[src/rtl/hff_pkg.sv]
// Shared constants, field layout type and a character helper for the hex field formatter.
package hff_pkg;

    localparam int MAX_FIELD  = 64;
    localparam int MAX_DIGITS = 16;
    localparam int POS_W      = 7;

    localparam logic [1:0] PM_NONE       = 2'd0;
    localparam logic [1:0] PM_NONZERO    = 2'd1;
    localparam logic [1:0] PM_ALWAYS     = 2'd2;
    localparam logic [1:0] PM_ALWAYS_ALT = 2'd3;

    localparam logic [7:0] CH_SPACE = 8'h20;
    localparam logic [7:0] CH_ZERO  = 8'h30;
    localparam logic [7:0] CH_X_LO  = 8'h78;
    localparam logic [7:0] CH_X_UP  = 8'h58;
    localparam logic [7:0] CH_A_LO  = 8'h61;
    localparam logic [7:0] CH_A_UP  = 8'h41;

    // Boundaries of each section of the field, as character positions.
    typedef struct packed {
        logic             upper;
        logic [POS_W-1:0] lead;
        logic [POS_W-1:0] pfx_end;
        logic [POS_W-1:0] zero_end;
        logic [POS_W-1:0] dig_end;
        logic [POS_W-1:0] total;
    } layout_t;

    function automatic logic [7:0] hex_char(input logic [3:0] d, input logic upper);
        logic [7:0] c;
        begin
            if (d < 4'd10)
            begin
                c = CH_ZERO + {4'd0, d};
            end
            else
            begin
                c = (upper ? CH_A_UP : CH_A_LO) + {4'd0, d} - 8'd10;
            end
            return c;
        end
    endfunction

endpackage

[src/rtl/hff_decode.sv]
// Computes the section layout and aligned digits of one field from its settings.
module hff_decode (
    input  logic [63:0]            value,
    input  logic                   upper_case,
    input  logic [1:0]             prefix_mode,
    input  logic                   left_justify,
    input  logic                   zero_pad,
    input  logic [6:0]             field_width,
    input  logic                   precision_given,
    input  logic [5:0]             digit_precision,
    output hff_pkg::layout_t       layout,
    output logic [63:0]            digits
);

    logic [6:0] w;
    logic [6:0] p;
    logic [4:0] nd_raw;
    logic       nz;
    logic [6:0] nd;
    logic [6:0] prefix;
    logic [6:0] zeros;
    logic [6:0] body;
    logic [6:0] spaces;
    logic [6:0] lead;
    logic [6:0] shamt;

    always_comb
    begin
        w = (field_width > 7'(hff_pkg::MAX_FIELD)) ? 7'(hff_pkg::MAX_FIELD) : field_width;
        p = ({1'b0, digit_precision} > 7'(hff_pkg::MAX_FIELD - 2))
            ? 7'(hff_pkg::MAX_FIELD - 2) : {1'b0, digit_precision};

        nd_raw = 5'd0;
        for (int i = 0; i < hff_pkg::MAX_DIGITS; i++)
        begin
            if (value[4*i +: 4] != 4'd0)
            begin
                nd_raw = 5'(i + 1);
            end
        end
        nz = (nd_raw != 5'd0);

        if (nz)
        begin
            nd = {2'b00, nd_raw};
        end
        else
        begin
            nd = (precision_given && p == 7'd0) ? 7'd0 : 7'd1;
        end

        prefix = (prefix_mode[1] || (prefix_mode == hff_pkg::PM_NONZERO && nz)) ? 7'd2 : 7'd0;

        zeros = 7'd0;
        if (precision_given)
        begin
            if (p > nd)
            begin
                zeros = p - nd;
            end
        end
        else if (zero_pad && !left_justify && w > prefix + nd)
        begin
            zeros = w - prefix - nd;
        end

        body   = prefix + zeros + nd;
        spaces = (w > body) ? w - body : 7'd0;
        lead   = left_justify ? 7'd0 : spaces;

        layout.upper    = upper_case;
        layout.lead     = lead;
        layout.pfx_end  = lead + prefix;
        layout.zero_end = lead + prefix + zeros;
        layout.dig_end  = lead + body;
        layout.total    = body + spaces;

        // Move the most significant printed digit to the top nibble.
        shamt  = (7'd16 - nd) << 2;
        digits = value << shamt;
    end

endmodule

[src/rtl/hff_emit.sv]
// Streams the characters of one field into the output register, one per cycle unless stalled.
module hff_emit (
    input  logic                   clk,
    input  logic                   rst_n,
    input  logic                   load,
    input  hff_pkg::layout_t       layout,
    input  logic [63:0]            digits,
    output logic                   free,
    output logic                   char_valid,
    input  logic                   char_stall,
    output logic [7:0]             character,
    output logic                   last
);

    logic                  busy_reg;
    logic                  busy_next;
    logic [6:0]            pos_reg;
    logic [6:0]            pos_next;
    hff_pkg::layout_t      lay_reg;
    logic [63:0]           dig_reg;
    logic [63:0]           dig_next;
    logic                  char_valid_reg;
    logic                  char_valid_next;
    logic [7:0]            char_reg;
    logic [7:0]            char_next;
    logic                  last_reg;
    logic                  last_next;
    logic                  advance;
    logic                  finishing;
    logic                  in_digits;

    always_comb
    begin
        advance   = busy_reg && (!char_valid_reg || !char_stall);
        finishing = advance && (pos_reg == lay_reg.total - 7'd1);
        free      = !busy_reg || finishing;
        in_digits = (pos_reg >= lay_reg.zero_end) && (pos_reg < lay_reg.dig_end);

        if (pos_reg < lay_reg.lead)
        begin
            char_next = hff_pkg::CH_SPACE;
        end
        else if (pos_reg < lay_reg.pfx_end)
        begin
            if (pos_reg == lay_reg.lead)
            begin
                char_next = hff_pkg::CH_ZERO;
            end
            else
            begin
                char_next = lay_reg.upper ? hff_pkg::CH_X_UP : hff_pkg::CH_X_LO;
            end
        end
        else if (pos_reg < lay_reg.zero_end)
        begin
            char_next = hff_pkg::CH_ZERO;
        end
        else if (in_digits)
        begin
            char_next = hff_pkg::hex_char(dig_reg[63:60], lay_reg.upper);
        end
        else
        begin
            char_next = hff_pkg::CH_SPACE;
        end
        last_next = finishing;

        busy_next = busy_reg;
        pos_next  = pos_reg;
        dig_next  = dig_reg;
        if (load)
        begin
            busy_next = (layout.total != 7'd0);
            pos_next  = 7'd0;
            dig_next  = digits;
        end
        else if (advance)
        begin
            pos_next = pos_reg + 7'd1;
            if (finishing)
            begin
                busy_next = 1'b0;
            end
            if (in_digits)
            begin
                dig_next = {dig_reg[59:0], 4'd0};
            end
        end

        if (advance)
        begin
            char_valid_next = 1'b1;
        end
        else if (!char_stall)
        begin
            char_valid_next = 1'b0;
        end
        else
        begin
            char_valid_next = char_valid_reg;
        end
    end

    always_ff @(posedge clk or negedge rst_n)
    begin
        if (!rst_n)
        begin
            busy_reg       <= 1'b0;
            pos_reg        <= 7'd0;
            char_valid_reg <= 1'b0;
        end
        else
        begin
            busy_reg       <= busy_next;
            pos_reg        <= pos_next;
            char_valid_reg <= char_valid_next;
        end
    end

    always_ff @(posedge clk)
    begin
        dig_reg <= dig_next;
        if (load)
        begin
            lay_reg <= layout;
        end
        if (advance)
        begin
            char_reg <= char_next;
            last_reg <= last_next;
        end
    end

    assign char_valid = char_valid_reg;
    assign character  = char_reg;
    assign last       = last_reg;

endmodule

[src/rtl/hex_field_formatter.sv]
// Top level of the hex field formatter: input register, layout decode and character stream.
//
// The block takes one word on the item channel (item_valid, item_stall) carrying
// a 64-bit value and its printf-style settings, and sends the formatted hexadecimal
// field on the character channel (char_valid, char_stall), one character per word,
// with last set on the final character. A field is up to 64 characters long; a zero
// value with precision 0 given, no prefix and no width yields no words at all.
// An accepted item sits in the input register until the character generator is
// free, then its layout is decoded combinationally as it loads into the generator
// state; its characters then pass the output register, one per cycle while the
// receiver does not stall. The next item is accepted while the current field
// streams and is loaded on the cycle the last character is produced, so fields
// follow without gaps. The sustained rate is set by the character generator: one
// character per cycle while the receiver does not stall. When the receiver stalls,
// the output word holds and the generator pauses; item_stall rises while the input
// register is full and the generator is not free. Reset empties the input register,
// the generator and the output register; no words are pending after it.
module hex_field_formatter (
    input  logic        clk,
    input  logic        rst_n,
    input  logic        item_valid,
    output logic        item_stall,
    input  logic [63:0] value,
    input  logic        upper_case,
    input  logic [1:0]  prefix_mode,
    input  logic        left_justify,
    input  logic        zero_pad,
    input  logic [6:0]  field_width,
    input  logic        precision_given,
    input  logic [5:0]  digit_precision,
    output logic        char_valid,
    input  logic        char_stall,
    output logic [7:0]  character,
    output logic        last
);

    logic                  in_valid_reg;
    logic                  in_valid_next;
    logic [63:0]           value_reg;
    logic                  upper_reg;
    logic [1:0]            pmode_reg;
    logic                  left_reg;
    logic                  zpad_reg;
    logic [6:0]            width_reg;
    logic                  pgiven_reg;
    logic [5:0]            prec_reg;
    logic                  accept;
    logic                  load;
    logic                  free;
    hff_pkg::layout_t      layout;
    logic [63:0]           digits;

    always_comb
    begin
        load       = in_valid_reg && free;
        item_stall = in_valid_reg && !free;
        accept     = item_valid && !item_stall;
        if (accept)
        begin
            in_valid_next = 1'b1;
        end
        else if (load)
        begin
            in_valid_next = 1'b0;
        end
        else
        begin
            in_valid_next = in_valid_reg;
        end
    end

    always_ff @(posedge clk or negedge rst_n)
    begin
        if (!rst_n)
        begin
            in_valid_reg <= 1'b0;
        end
        else
        begin
            in_valid_reg <= in_valid_next;
        end
    end

    always_ff @(posedge clk)
    begin
        if (accept)
        begin
            value_reg  <= value;
            upper_reg  <= upper_case;
            pmode_reg  <= prefix_mode;
            left_reg   <= left_justify;
            zpad_reg   <= zero_pad;
            width_reg  <= field_width;
            pgiven_reg <= precision_given;
            prec_reg   <= digit_precision;
        end
    end

    hff_decode u_decode (
        .value           (value_reg),
        .upper_case      (upper_reg),
        .prefix_mode     (pmode_reg),
        .left_justify    (left_reg),
        .zero_pad        (zpad_reg),
        .field_width     (width_reg),
        .precision_given (pgiven_reg),
        .digit_precision (prec_reg),
        .layout          (layout),
        .digits          (digits)
    );

    hff_emit u_emit (
        .clk        (clk),
        .rst_n      (rst_n),
        .load       (load),
        .layout     (layout),
        .digits     (digits),
        .free       (free),
        .char_valid (char_valid),
        .char_stall (char_stall),
        .character  (character),
        .last       (last)
    );

endmodule
[config.mk]
export PLATFORM = sky130hd
export DESIGN_NAME = hex_field_formatter
export DESIGN_NICKNAME = d
export VERILOG_FILES = /design/src/rtl/hff_pkg.sv /design/src/rtl/hff_decode.sv /design/src/rtl/hff_emit.sv /design/src/rtl/hex_field_formatter.sv
export SDC_FILE = /design/constraint.sdc
export NUM_CORES = 1
export LEC_CHECK = 0
export ABC_AREA = 1
export BUFFER_PORTS_ARGS = -buffer_cell sky130_fd_sc_hd__buf_4
export CORE_MARGIN = 1
export CORE_UTILIZATION = 48
export DETAILED_ROUTE_END_ITERATION = 6
export GPL_TIMING_DRIVEN = 0
export PLACE_DENSITY = 0.78
export SYNTH_ARGS = -nofsm -noshare
export SYNTH_HDL_FRONTEND = slang
export SYNTH_SLANG_ARGS = --single-unit
[constraint.sdc]
create_clock -name clk -period 14.64 [get_ports clk]
set_clock_uncertainty 0.1 [all_clocks]
set_input_delay 0.732 -clock clk [delete_from_list [all_inputs] [get_ports clk]]
set_output_delay 0.732 -clock clk [all_outputs]
set_load 0.01 [all_outputs]
==> metrics.txt <==
drt pass-1 iters 5; I/O Buffers 96; via count of the first global-routing pass 11,000; Seq. cell area 0.00596 sq mm; share of the core filled with cells 55.9%; sum of routed wire length over all layers 38,800 um; via total after detailed routing 11,800; multi-input combinational cell area 0.00626 sq mm; total global routing overflow 0; first-pass GRT wire length 59,800 um; Leak 7.00 nW; critical path capture point type flop; layout filler cell count 2,432; share of flip-flops with an asynchronous set or reset after synthesis 5.00%; count of final setup violators 0; Post-Syn Instances 1,594; die outline area 0.0282 sq mm; minimum setup slack among reg-to-reg paths 4.53 ns; clock root buffer master sky130_fd_sc_hd__clkbuf_16; area growth from synthesis to final layout 14.2%; Core ar. 0.0270 sq mm; slew of the pin with the lowest slew margin 0.838 ns; number of DRC violations after detailed-routing iteration 0 1,409; number of antenna violations at the first check in global routing 0; primary flip-flop cell chosen by synthesis mapping sky130_fd_sc_hd__edfxtp_1; arrival time at the worst endpoint 10.21 ns; final hold violation count 0; H-tree depth 4; syn nets 1,775; Horiz. Die Dim 168 um; Worst Setup Start Kind flop; Net count, final 1,894; worst-case vdd ir drop 0.0833 mV; count of flip-flops with a built-in enable after synthesis 190; Avg Vias per Cell 5.72; pin count of the biggest net entering global routing 83; estimated wirelength of the detail-placed design 30,500 um; max_slew headroom 44.1%; total negative slack 0 ns; row count 60; clock slew at the register clock pins of the worst setup and hold paths 0.08 ns; DRC violations left 0; clock net sink count 200; Achievable Freq 98.9 MHz; Inserted Diodes 0; clock latency on the worst-skew pair 0.45 ns; slowest cell delay on critical path 0.49 ns; num ports 98; unrepaired setup endpoints after global routing false; number of pins with negative max-slew slack in the final report 0; mean post-synth cell area 8.31 sq um; run status completed; post-synthesis instance area 0.0132 sq mm; register bit count reported by yosys 200; proportion of synthesized chip area in sequential cells 45.0%; type of the most critical hold path flop to flop; library cells used by synthesis 50; number of nets with antenna violations after routing 0; clock buffer count from CTS 17; critical path's most frequent cell sky130_fd_sc_hd__nand2_1; count of maximum capacitance violations 0; CP Max Fanout 7; slowest cell on the critical path sky130_fd_sc_hd__fa_1; buffer levels on the longest clock path 2; ratio of total power to cell area 158 mW/mm^2; GRT Total Usage 27.9%; final period demand of the worst path 10.11 ns; Routed WL per cell 18.8 um; Critical Path RT 14.75 ns; die height 168 um; final critical-path share of the clock period 69.0%; CTS tree done; Placer Congestion 0.997; starting density of the core 49.0%; Worst Setup Path Type flop to flop; Ys Warns 0; share of cells above drive strength 1 10.2%
[worst max-delay path, delay by kind of cell, from the launching register on]
family                   cells  cell delay (ns)
AND/OR/NAND/NOR             23             3.23
adder cells (fa/ha/maj)     10             3.13
AO/OA/AOI/OAI               10             1.61
buffers and inverters        7             0.74
XOR/XNOR                     3             0.57
flip-flops                   1             0.46
[Yosys cell counts, types with 2 or more instances]
cell type	n	area (sq um)
sky130_fd_sc_hd__a21o_1	7	52.6
sky130_fd_sc_hd__a21oi_1	48	240
sky130_fd_sc_hd__a31oi_1	2	12.5
sky130_fd_sc_hd__buf_1	10	37.5
sky130_fd_sc_hd__buf_2	13	65.1
sky130_fd_sc_hd__buf_4	4	30.0
sky130_fd_sc_hd__buf_6	4	45.0
sky130_fd_sc_hd__clkbuf_1	36	135
sky130_fd_sc_hd__conb_1	2	7.51
sky130_fd_sc_hd__dfrtp_1	10	250
sky130_fd_sc_hd__edfxtp_1	190	5710
sky130_fd_sc_hd__fa_1	8	160
sky130_fd_sc_hd__ha_1	86	1080
sky130_fd_sc_hd__inv_1	189	709
sky130_fd_sc_hd__inv_2	2	7.51
sky130_fd_sc_hd__nand2_1	415	1560
sky130_fd_sc_hd__nand2_2	5	31.3
sky130_fd_sc_hd__nand2_4	2	22.5
sky130_fd_sc_hd__nand3_1	334	1670
sky130_fd_sc_hd__nand3b_1	5	37.5
sky130_fd_sc_hd__nand4_1	29	181
sky130_fd_sc_hd__nor2_1	53	199
sky130_fd_sc_hd__nor3_1	14	70.1
sky130_fd_sc_hd__nor4_1	4	25.0
sky130_fd_sc_hd__nor4_2	2	25.0
sky130_fd_sc_hd__o21ai_0	34	170
sky130_fd_sc_hd__o21ai_1	14	70.1
sky130_fd_sc_hd__o21bai_1	2	15.0
sky130_fd_sc_hd__o22ai_1	3	18.8
sky130_fd_sc_hd__or2_2	2	12.5
sky130_fd_sc_hd__xnor2_1	20	175
sky130_fd_sc_hd__xor2_1	27	236
[final timing paths]
path / start / depth (start not counted) / end
worst max-delay path: value_reg[15] / 53 / u_emit.lay_reg[20]
worst min-delay path: upper_reg / 0 / u_emit.lay_reg[35]
worst max register to register: value_reg[15] / 53 / u_emit.lay_reg[20]
worst min register to register: upper_reg / 0 / u_emit.lay_reg[35]
max in group asynchronous: rst_n / 2 / u_emit.pos_reg[5]
min in group asynchronous: rst_n / 2 / u_emit.char_valid
[cell families after synthesis]
logic type               count (synthesis)  synth area share, %
AO/OA/AOI/OAI                          119                 4.92
XOR/XNOR                                47                 3.11
adder cells (fa/ha/maj)                 94                 9.34
buffers and inverters                  259                 7.83
flip-flops                             200                 45.0
other                                    2               0.0567
AND/OR/NAND/NOR                        873                 29.8
[where the power goes]
part | internal (mW) | switching, mW
combinational | 0.357 | 0.645
sequential | 0.807 | 0.0771
clock | 0.253 | 0.250
total | 1.42 | 0.972
[final cells by class]
class                   instances  share of cell area [%]
multi-input cells            1135                    41.4
clock inverters                13                    1.09
inverters                     192                    4.80
repair buffers                100                    5.28
well taps                     341                    2.82
flip-flops and latches        200                    39.4
clock buffers                  19                    3.14
plain buffers                  67                    2.07
[layout by cell type (no fill, tap or decap), types with 3 or more instances in the layout]
cell and instances:
sky130_fd_sc_hd__nand3b_1 5, sky130_fd_sc_hd__xnor2_1 20, sky130_fd_sc_hd__buf_2 13, sky130_fd_sc_hd__o22ai_1 3, sky130_fd_sc_hd__inv_2 3, sky130_fd_sc_hd__buf_6 4, sky130_fd_sc_hd__nor4_1 4, sky130_fd_sc_hd__nand2_1 415
sky130_fd_sc_hd__xor2_1 27, sky130_fd_sc_hd__nand4_1 29, sky130_fd_sc_hd__clkbuf_16 19, sky130_fd_sc_hd__o21ai_0 33, sky130_fd_sc_hd__a21o_1 7, sky130_fd_sc_hd__clkbuf_1 36, sky130_fd_sc_hd__nor3_1 14, sky130_fd_sc_hd__clkinv_8 5
sky130_fd_sc_hd__dfrtp_1 10, sky130_fd_sc_hd__a21oi_1 48, sky130_fd_sc_hd__nor2_1 53, sky130_fd_sc_hd__inv_1 187, sky130_fd_sc_hd__edfxtp_1 190, sky130_fd_sc_hd__fa_1 8, sky130_fd_sc_hd__inv_8 4, sky130_fd_sc_hd__nand2_2 5
sky130_fd_sc_hd__buf_4 100, sky130_fd_sc_hd__nand3_1 334, sky130_fd_sc_hd__ha_1 86, sky130_fd_sc_hd__o21ai_1 14, sky130_fd_sc_hd__buf_1 10
[layer usage]
| metal | GRT usage, % | part of all wire, % | vias up |
|---|---|---|---|
| li1 | - | - | 5659 |
| met2 | 43.7 | 45 | 537 |
| met5 | 0 | 0 | - |
| met3 | 3.86 | 7.5 | 81 |
| met4 | 8.97 | 2.7 | 0 |
| met1 | 40.0 | 45 | 5543 |
[metrics by stage]
stage	total power [mW]	cell area, sq um	hold WS, ns	instances	setup WS [ns]
6_report	2.39	15100	0.338	2067	4.53
4_1_cts	2.37	15100	0.342	2067	4.59
2_1_floorplan	1.56	13200	0.300	1594	6.29
5_1_grt	2.53	15100	0.340	2067	3.73
3_3_place_gp	1.83	14400	0.307	2031	4.90
3_5_place_dp	1.87	14500	0.309	2034	4.64
[what timing repair did]
action                    CTS  global route
hold buffers                1             0
buffers inserted            0             0
resized for setup           0             0
hold endpoints to repair   10             0
Note: power is estimated with default switching activity, not from simulation.
